$ cat config.mk
export PLATFORM = sky130hd
export DESIGN_NAME = bounding_cube_of_points_top
export DESIGN_NICKNAME = d
export VERILOG_FILES = /design/src/design/bcp_pkg.sv /design/src/design/bounding_cube_of_points_top.sv /design/src/design/bcp_track.sv /design/src/design/bcp_cube.sv
export SDC_FILE = /design/constraint.sdc
export NUM_CORES = 2
export LEC_CHECK = 0
export CAP_MARGIN = 10
export CORE_MARGIN = 10
export CORE_UTILIZATION = 60
export CTS_CLUSTER_SIZE = 20
export DETAILED_ROUTE_END_ITERATION = 6
export DONT_BUFFER_PORTS = 1
export GPL_ROUTABILITY_DRIVEN = 0
export PLACE_DENSITY = 0.76
export REMOVE_ABC_BUFFERS = 1
export SLEW_MARGIN = 20
export SYNTH_ARGS = -nofsm -noshare
export SYNTH_HDL_FRONTEND = slang
export SYNTH_SLANG_ARGS = --single-unit
$ cat constraint.sdc
create_clock -name clock -period 16.2 [get_ports clock]
set_clock_uncertainty 0.05 [all_clocks]
set_input_delay 4.05 -clock clock [delete_from_list [all_inputs] [get_ports clock]]
set_output_delay 4.05 -clock clock [all_outputs]
set_load 0.01 [all_outputs]
$ cat src/design/bcp_pkg.sv
package bcp_pkg;

   localparam int COORD_W = 32;
   localparam int BOUND_W = 34;
   localparam int EDGE_W  = 32;
   localparam int REQ_DATA_W = 96;
   localparam int RSP_DATA_W = 240;

   typedef logic signed [COORD_W-1:0] coord_type;
   typedef logic signed [BOUND_W-1:0] bound_type;
   typedef logic        [EDGE_W-1:0]  edge_type;

   typedef struct packed {
      coord_type x;
      coord_type y;
      coord_type z;
   } point_type;

   typedef struct packed {
      point_type lo;
      point_type hi;
   } box_type;

   typedef struct packed {
      bound_type min_x;
      bound_type min_y;
      bound_type min_z;
      bound_type max_x;
      bound_type max_y;
      bound_type max_z;
      edge_type  edge_len;
   } cube_type;

   typedef struct packed {
      logic vld;
      logic take;
   } link_type;

endpackage

$ cat src/design/bounding_cube_of_points_top.sv
// Path: a last-marked point accepted on req_ passes the input register, the box register and
// the result register, waiting where the next one is still full, before its cube shows on rsp_.
// Throughput: one point per cycle while req_tready is high; the running min/max update is the feedback loop.
// A waiting result does not block input until the box register is also full, and then only a last point waits.
// Reset clears all valid flags and the open-set flag; no clearing pass is needed.
module bounding_cube_of_points_top import bcp_pkg::*; (
   input  logic                  clock,
   input  logic                  reset,
   input  logic                  req_tvalid,
   output logic                  req_tready,
   input  logic [REQ_DATA_W-1:0] req_tdata,  // pos_x, pos_y, pos_z
   input  logic                  req_tlast,  // last_point
   output logic                  rsp_tvalid,
   input  logic                  rsp_tready,
   // cube_min_x, cube_min_y, cube_min_z, cube_max_x, cube_max_y, cube_max_z, cube_edge, zeros
   output logic [RSP_DATA_W-1:0] rsp_tdata
);

   logic      in_vld_ff;
   point_type in_pt_ff;
   logic      in_last_ff;
   logic      pt_take;
   link_type  box_link;
   logic      box_take;
   box_type   box;
   cube_type  cube;

   assign req_tready = !in_vld_ff || pt_take;

   always_ff @(posedge clock) begin
      if (reset) begin
         in_vld_ff <= 1'b0;
      end else if (req_tready) begin
         in_vld_ff <= req_tvalid;
      end
   end

   always_ff @(posedge clock) begin
      if (req_tvalid && req_tready) begin
         in_pt_ff.x <= req_tdata[31:0];
         in_pt_ff.y <= req_tdata[63:32];
         in_pt_ff.z <= req_tdata[95:64];
         in_last_ff <= req_tlast;
      end
   end

   bcp_track u_track (
      .clock      (clock),
      .reset      (reset),
      .pt_vld     (in_vld_ff),
      .pt         (in_pt_ff),
      .pt_last    (in_last_ff),
      .pt_take    (pt_take),
      .box_link_o (box_link),
      .box_take   (box_take),
      .box        (box)
   );

   bcp_cube u_cube (
      .clock     (clock),
      .reset     (reset),
      .box_link  (box_link),
      .box       (box),
      .box_take  (box_take),
      .cube_vld  (rsp_tvalid),
      .cube_take (rsp_tready),
      .cube      (cube)
   );

   assign rsp_tdata = {4'b0000, cube.edge_len, cube.max_z, cube.max_y, cube.max_x,
                       cube.min_z, cube.min_y, cube.min_x};

endmodule

$ cat src/design/bcp_track.sv
module bcp_track import bcp_pkg::*; (
   input  logic      clock,
   input  logic      reset,
   input  logic      pt_vld,
   input  point_type pt,
   input  logic      pt_last,
   output logic      pt_take,
   output link_type  box_link_o,
   input  logic      box_take,
   output box_type   box
);

   point_type lo_ff, hi_ff, lo_in, hi_in;
   logic      started_ff;
   logic      box_vld_ff;
   box_type   box_ff;

   function automatic coord_type pick_lo(coord_type p, coord_type cur, logic started);
      pick_lo = (!started || (p < cur)) ? p : cur;
   endfunction

   function automatic coord_type pick_hi(coord_type p, coord_type cur, logic started);
      pick_hi = (!started || (p > cur)) ? p : cur;
   endfunction

   always_comb begin
      lo_in.x = pick_lo(pt.x, lo_ff.x, started_ff);
      lo_in.y = pick_lo(pt.y, lo_ff.y, started_ff);
      lo_in.z = pick_lo(pt.z, lo_ff.z, started_ff);
      hi_in.x = pick_hi(pt.x, hi_ff.x, started_ff);
      hi_in.y = pick_hi(pt.y, hi_ff.y, started_ff);
      hi_in.z = pick_hi(pt.z, hi_ff.z, started_ff);
   end

   // a last beat needs the box slot free or draining
   assign pt_take = pt_vld && (!pt_last || !box_vld_ff || box_take);

   always_ff @(posedge clock) begin
      if (reset) begin
         started_ff <= 1'b0;
         box_vld_ff <= 1'b0;
      end else begin
         if (pt_take) begin
            started_ff <= !pt_last;
         end
         if (pt_take && pt_last) begin
            box_vld_ff <= 1'b1;
         end else if (box_take) begin
            box_vld_ff <= 1'b0;
         end
      end
   end

   always_ff @(posedge clock) begin
      if (pt_take) begin
         lo_ff <= lo_in;
         hi_ff <= hi_in;
      end
      if (pt_take && pt_last) begin
         box_ff.lo <= lo_in;
         box_ff.hi <= hi_in;
      end
   end

   assign box_link_o.vld  = box_vld_ff;
   assign box_link_o.take = box_take;
   assign box             = box_ff;

   a_box_ordered: assert property (@(posedge clock) disable iff (reset)
      box_vld_ff |-> (box_ff.lo.x <= box_ff.hi.x) && (box_ff.lo.y <= box_ff.hi.y)
                     && (box_ff.lo.z <= box_ff.hi.z))
      else $error("box bounds out of order");

   a_new_set: assert property (@(posedge clock) disable iff (reset)
      (pt_take && pt_last) |=> !started_ff && box_vld_ff)
      else $error("last beat did not close the set");

endmodule

$ cat src/design/bcp_cube.sv
module bcp_cube import bcp_pkg::*; (
   input  logic     clock,
   input  logic     reset,
   input  link_type box_link,
   input  box_type  box,
   output logic     box_take,
   output logic     cube_vld,
   input  logic     cube_take,
   output cube_type cube
);

   logic signed [COORD_W:0] dx, dy, dz;
   edge_type  ex, ey, ez, edge_in, pad_x, pad_y, pad_z;
   cube_type  cube_in, cube_ff;
   logic      vld_ff;

   always_comb begin
      dx = {box.hi.x[COORD_W-1], box.hi.x} - {box.lo.x[COORD_W-1], box.lo.x};
      dy = {box.hi.y[COORD_W-1], box.hi.y} - {box.lo.y[COORD_W-1], box.lo.y};
      dz = {box.hi.z[COORD_W-1], box.hi.z} - {box.lo.z[COORD_W-1], box.lo.z};
      ex = dx[EDGE_W-1:0];
      ey = dy[EDGE_W-1:0];
      ez = dz[EDGE_W-1:0];
      edge_in = ex;
      if (ey > edge_in) begin
         edge_in = ey;
      end
      if (ez > edge_in) begin
         edge_in = ez;
      end
      pad_x = (edge_in - ex) >> 1;
      pad_y = (edge_in - ey) >> 1;
      pad_z = (edge_in - ez) >> 1;
      cube_in.min_x = BOUND_W'(box.lo.x) - bound_type'({2'b00, pad_x});
      cube_in.min_y = BOUND_W'(box.lo.y) - bound_type'({2'b00, pad_y});
      cube_in.min_z = BOUND_W'(box.lo.z) - bound_type'({2'b00, pad_z});
      cube_in.max_x = BOUND_W'(box.hi.x) + bound_type'({2'b00, pad_x});
      cube_in.max_y = BOUND_W'(box.hi.y) + bound_type'({2'b00, pad_y});
      cube_in.max_z = BOUND_W'(box.hi.z) + bound_type'({2'b00, pad_z});
      cube_in.edge_len = edge_in;
   end

   assign box_take = box_link.vld && (!vld_ff || cube_take);

   always_ff @(posedge clock) begin
      if (reset) begin
         vld_ff <= 1'b0;
      end else if (box_take) begin
         vld_ff <= 1'b1;
      end else if (cube_take) begin
         vld_ff <= 1'b0;
      end
   end

   always_ff @(posedge clock) begin
      if (box_take) begin
         cube_ff <= cube_in;
      end
   end

   assign cube_vld = vld_ff;
   assign cube     = cube_ff;

   logic signed [BOUND_W:0] span_x, span_y, span_z, edge_s;
   assign span_x = (BOUND_W+1)'(cube_ff.max_x) - (BOUND_W+1)'(cube_ff.min_x);
   assign span_y = (BOUND_W+1)'(cube_ff.max_y) - (BOUND_W+1)'(cube_ff.min_y);
   assign span_z = (BOUND_W+1)'(cube_ff.max_z) - (BOUND_W+1)'(cube_ff.min_z);
   assign edge_s = (BOUND_W+1)'({3'b000, cube_ff.edge_len});

   a_span_x: assert property (@(posedge clock) disable iff (reset)
      vld_ff |-> (span_x == edge_s) || (span_x == edge_s - 1))
      else $error("x span off the cube edge");

   a_span_yz: assert property (@(posedge clock) disable iff (reset)
      vld_ff |-> ((span_y == edge_s) || (span_y == edge_s - 1))
                 && ((span_z == edge_s) || (span_z == edge_s - 1)))
      else $error("y or z span off the cube edge");

endmodule
==> key figures <==
Route
  • DRT Pass-1 Iters: 6
  • Routed vias/inst: 6.16
  • DRT Wirelength: 128 mm
  • Via Count: 34925
  • Detail Route Antenna Nets: 0
  • DR DRC count: 0
  • Routed WL per cell: 22.6 um
  • Initial DRC count: 2910

STA
  • Max Fclk: 0.0659 GHz
  • Final TNS setup: 0 ps
  • Worst slew pin tran: 1170 ps
  • RSZ-0062 raised after global routing: no
  • Setup violators final: 0
  • Relative slew slack: 19.4%
  • Fin crit period: 15170 ps
  • Pins Over Slew Limit: 0
  • Tcrit/Tclk final: 93.6%
  • Final Hold Viols: 0

Critical path
  • Startpoint types: flop
  • Most common cell on crit path: o21ai_0
  • Type of the worst setup path: flop to flop
  • Setup crit end kind: flop
  • Crit path DAT: 15510 ps
  • Required time worst endpoint: 16540 ps
  • Peak per-stage delay on the critical path: 450 ps
  • Reg2reg start: u_track.box[64]$_DFFE_PP_
  • Critical-path top delay cell: a2111oi_2
  • Critical Path Start: u_track.box[64]$_DFFE_PP_
  • Crit path max fanout: 14

Layout
  • Commonest non-fill, non-tap cell in the layout: edfxtp_1
  • Most frequent cells in the layout: 711 x edfxtp_1, 621 x ha_1, 548 x inv_1, 352 x a21oi_1, 242 x nor2_1
  • Area growth syn-to-layout: 8.67%
  • Fin nets: 5282
  • Layout cell share with drive strength beyond 1: 9.37%

Yosys
  • Cell Area, Synth: 48700 um^2
  • Share of the synthesized area in the top cell type: 43.9%
  • Syn. warnings: 0
  • Cells after synthesis: 4475
  • Syn_area_per_cell: 10.9 um^2
  • Main synth FF type: edfxtp_1
  • Post-synth EDFFs: 711
  • Top cells by area, synth: edfxtp_1 44%, ha_1 16%, mux2_2 4.8%, inv_1 4.2%, xnor2_1 3.8%
  • Register area share after synthesis: 44.0%
  • Distinct cell type count after synthesis: 93
  • Async SR Flop Fraction: 0%
  • Yosys top cell by area: edfxtp_1
  • Synth Register Bits: 715

Die
  • Die area: 92900 um^2
  • Core Rows: 104
  • Die height: 305 um
  • Top Ports: 343
  • Initial Utilization: 60.5%
  • Die X: 305 um
  • CORE AREA: 80400 um^2

Global route
  • GRT Total Usage: 26.6%
  • GRT overflow: 0
  • Initial antenna violation count: 11
  • Largest net degree at the start of global routing: 129
  • Number of global-route vias before repair: 34062
  • Global-route wire length before repair: 195 mm

Clock tree
  • Clk buf depth: 3
  • Clk sink count: 715
  • Root buf cell: clkbuf_16
  • H-tree depth: 3
  • Worst-Skew Late Latency: 660 ps
  • CTS Hold Bufs: 0
  • CTS clk-pin slew, worst paths: 70 ps
  • CTS buffer count: 77
  • TritonCTS clock tree: done

Worst hold path
  • Hold Path Origin: u_track.box_vld_ff$_SDFFE_PP0P_
  • Hold WC Path Type: flop to flop

Place
  • Number of buffers added on ports: 0
  • DPL Wire Length: 100 mm

Flow run
  • Max-cap violations: 0

Run status
  • Status: completed
## flip-flops by register name (all words and copies together), names as in the netlist, 96 cells and up
register	count
u_cube.cube	230
in_pt_ff	96
u_track.lo_ff	96
u_track.hi_ff	96
u_track.box	192
## worst max-delay path, delay by kind of cell (launching register included)
kind,cells,cell delay (ps)
fa+ha+maj,6,1760
flops,1,400
mux,1,400
compound gates,42,10260
buf+inv,4,440
xor+xnor,2,360
simple gates,8,1250
## routing by layer
layer  track usage, %  vias to the layer above  part of all wire, %
li1                 -                    16594                    -
met1             33.3                    16777                   41
met2             45.3                     1265                   48
met3             5.24                      271                  7.3
met4             9.39                       18                  3.8
met5                0                        -                 0.10
## Yosys cell counts, types with 14 or more instances
cell type,instances
ha_1,621
a21o_1,166
inv_1,548
or3_1,26
clkbuf_1,33
nand4_1,61
o21ai_0,239
xor2_1,116
mux2i_1,27
mux2_2,207
nand2_1,140
nor3_1,72
xnor2_1,210
o31a_1,16
nor2_1,243
o211ai_1,16
nor2b_1,75
and3_1,27
o21a_1,51
nand2b_1,86
a21oi_1,354
a211oi_1,37
o2111ai_1,14
a21boi_0,15
o21bai_1,63
edfxtp_1,711
nand3_1,52
o31ai_1,18
a31oi_1,20
## final timing paths
| check | to | slack (ps) | cells after the start |
|---|---|---|---|
| worst max-delay path | u_cube.cube[194]$_DFFE_PP_ | 1030 | 63 |
| worst min register to register | u_cube.cube_vld$_SDFFE_PP0P_ | 490 | 2 |
| worst min-delay path | u_cube.cube_vld$_SDFFE_PP0P_ | 490 | 2 |
| worst max register to register | u_cube.cube[194]$_DFFE_PP_ | 1030 | 63 |
## kinds of logic after synthesis
logic type / count (synthesis) / synth area share [%]
DFF: 715 / 44.0
other: 1 / 0.00771
adders and majority gates: 634 / 16.5
muxes: 235 / 5.37
AOI/OAI and AO/OA: 1128 / 14.9
and+or+nand+nor: 839 / 8.62
xor gates and xnor gates: 327 / 5.90
buffers and inverters: 596 / 4.68
## through the flow
stage	utilization, %	area [um^2]	cells	hold slack, ps	setup slack (ps)
6_report	65.7	52900	5673	495	1030
5_1_grt	65.7	52900	5673	513	87.4
4_1_cts	65.6	52800	5670	484	713
3_5_place_dp	62.3	50100	5527	476	761
3_3_place_gp	62.3	50100	5527	475	1230
2_1_floorplan	-	48400	4431	444	1030
## cell type report
type / instances / area [um^2]
fill: 6138 / 27500
multi-input combinational: 3167 / 25100
sequential: 715 / 21400
inverter: 549 / 2060
clock buffer: 84 / 2000
tap: 1060 / 1330
clock inverter: 59 / 654
timing repair buffer: 38 / 338
antenna: 1 / 2.50
## what timing repair did
item | 4_1_cts | 5_1_grt
buffers inserted | 0 | 0
setup endpoints to repair | 0 | 31
resized for setup | 0 | 8
Power is left out: the tool's default activity adds up to more than one toggle a clock period on the data nets, which glitch-free logic cannot reach.
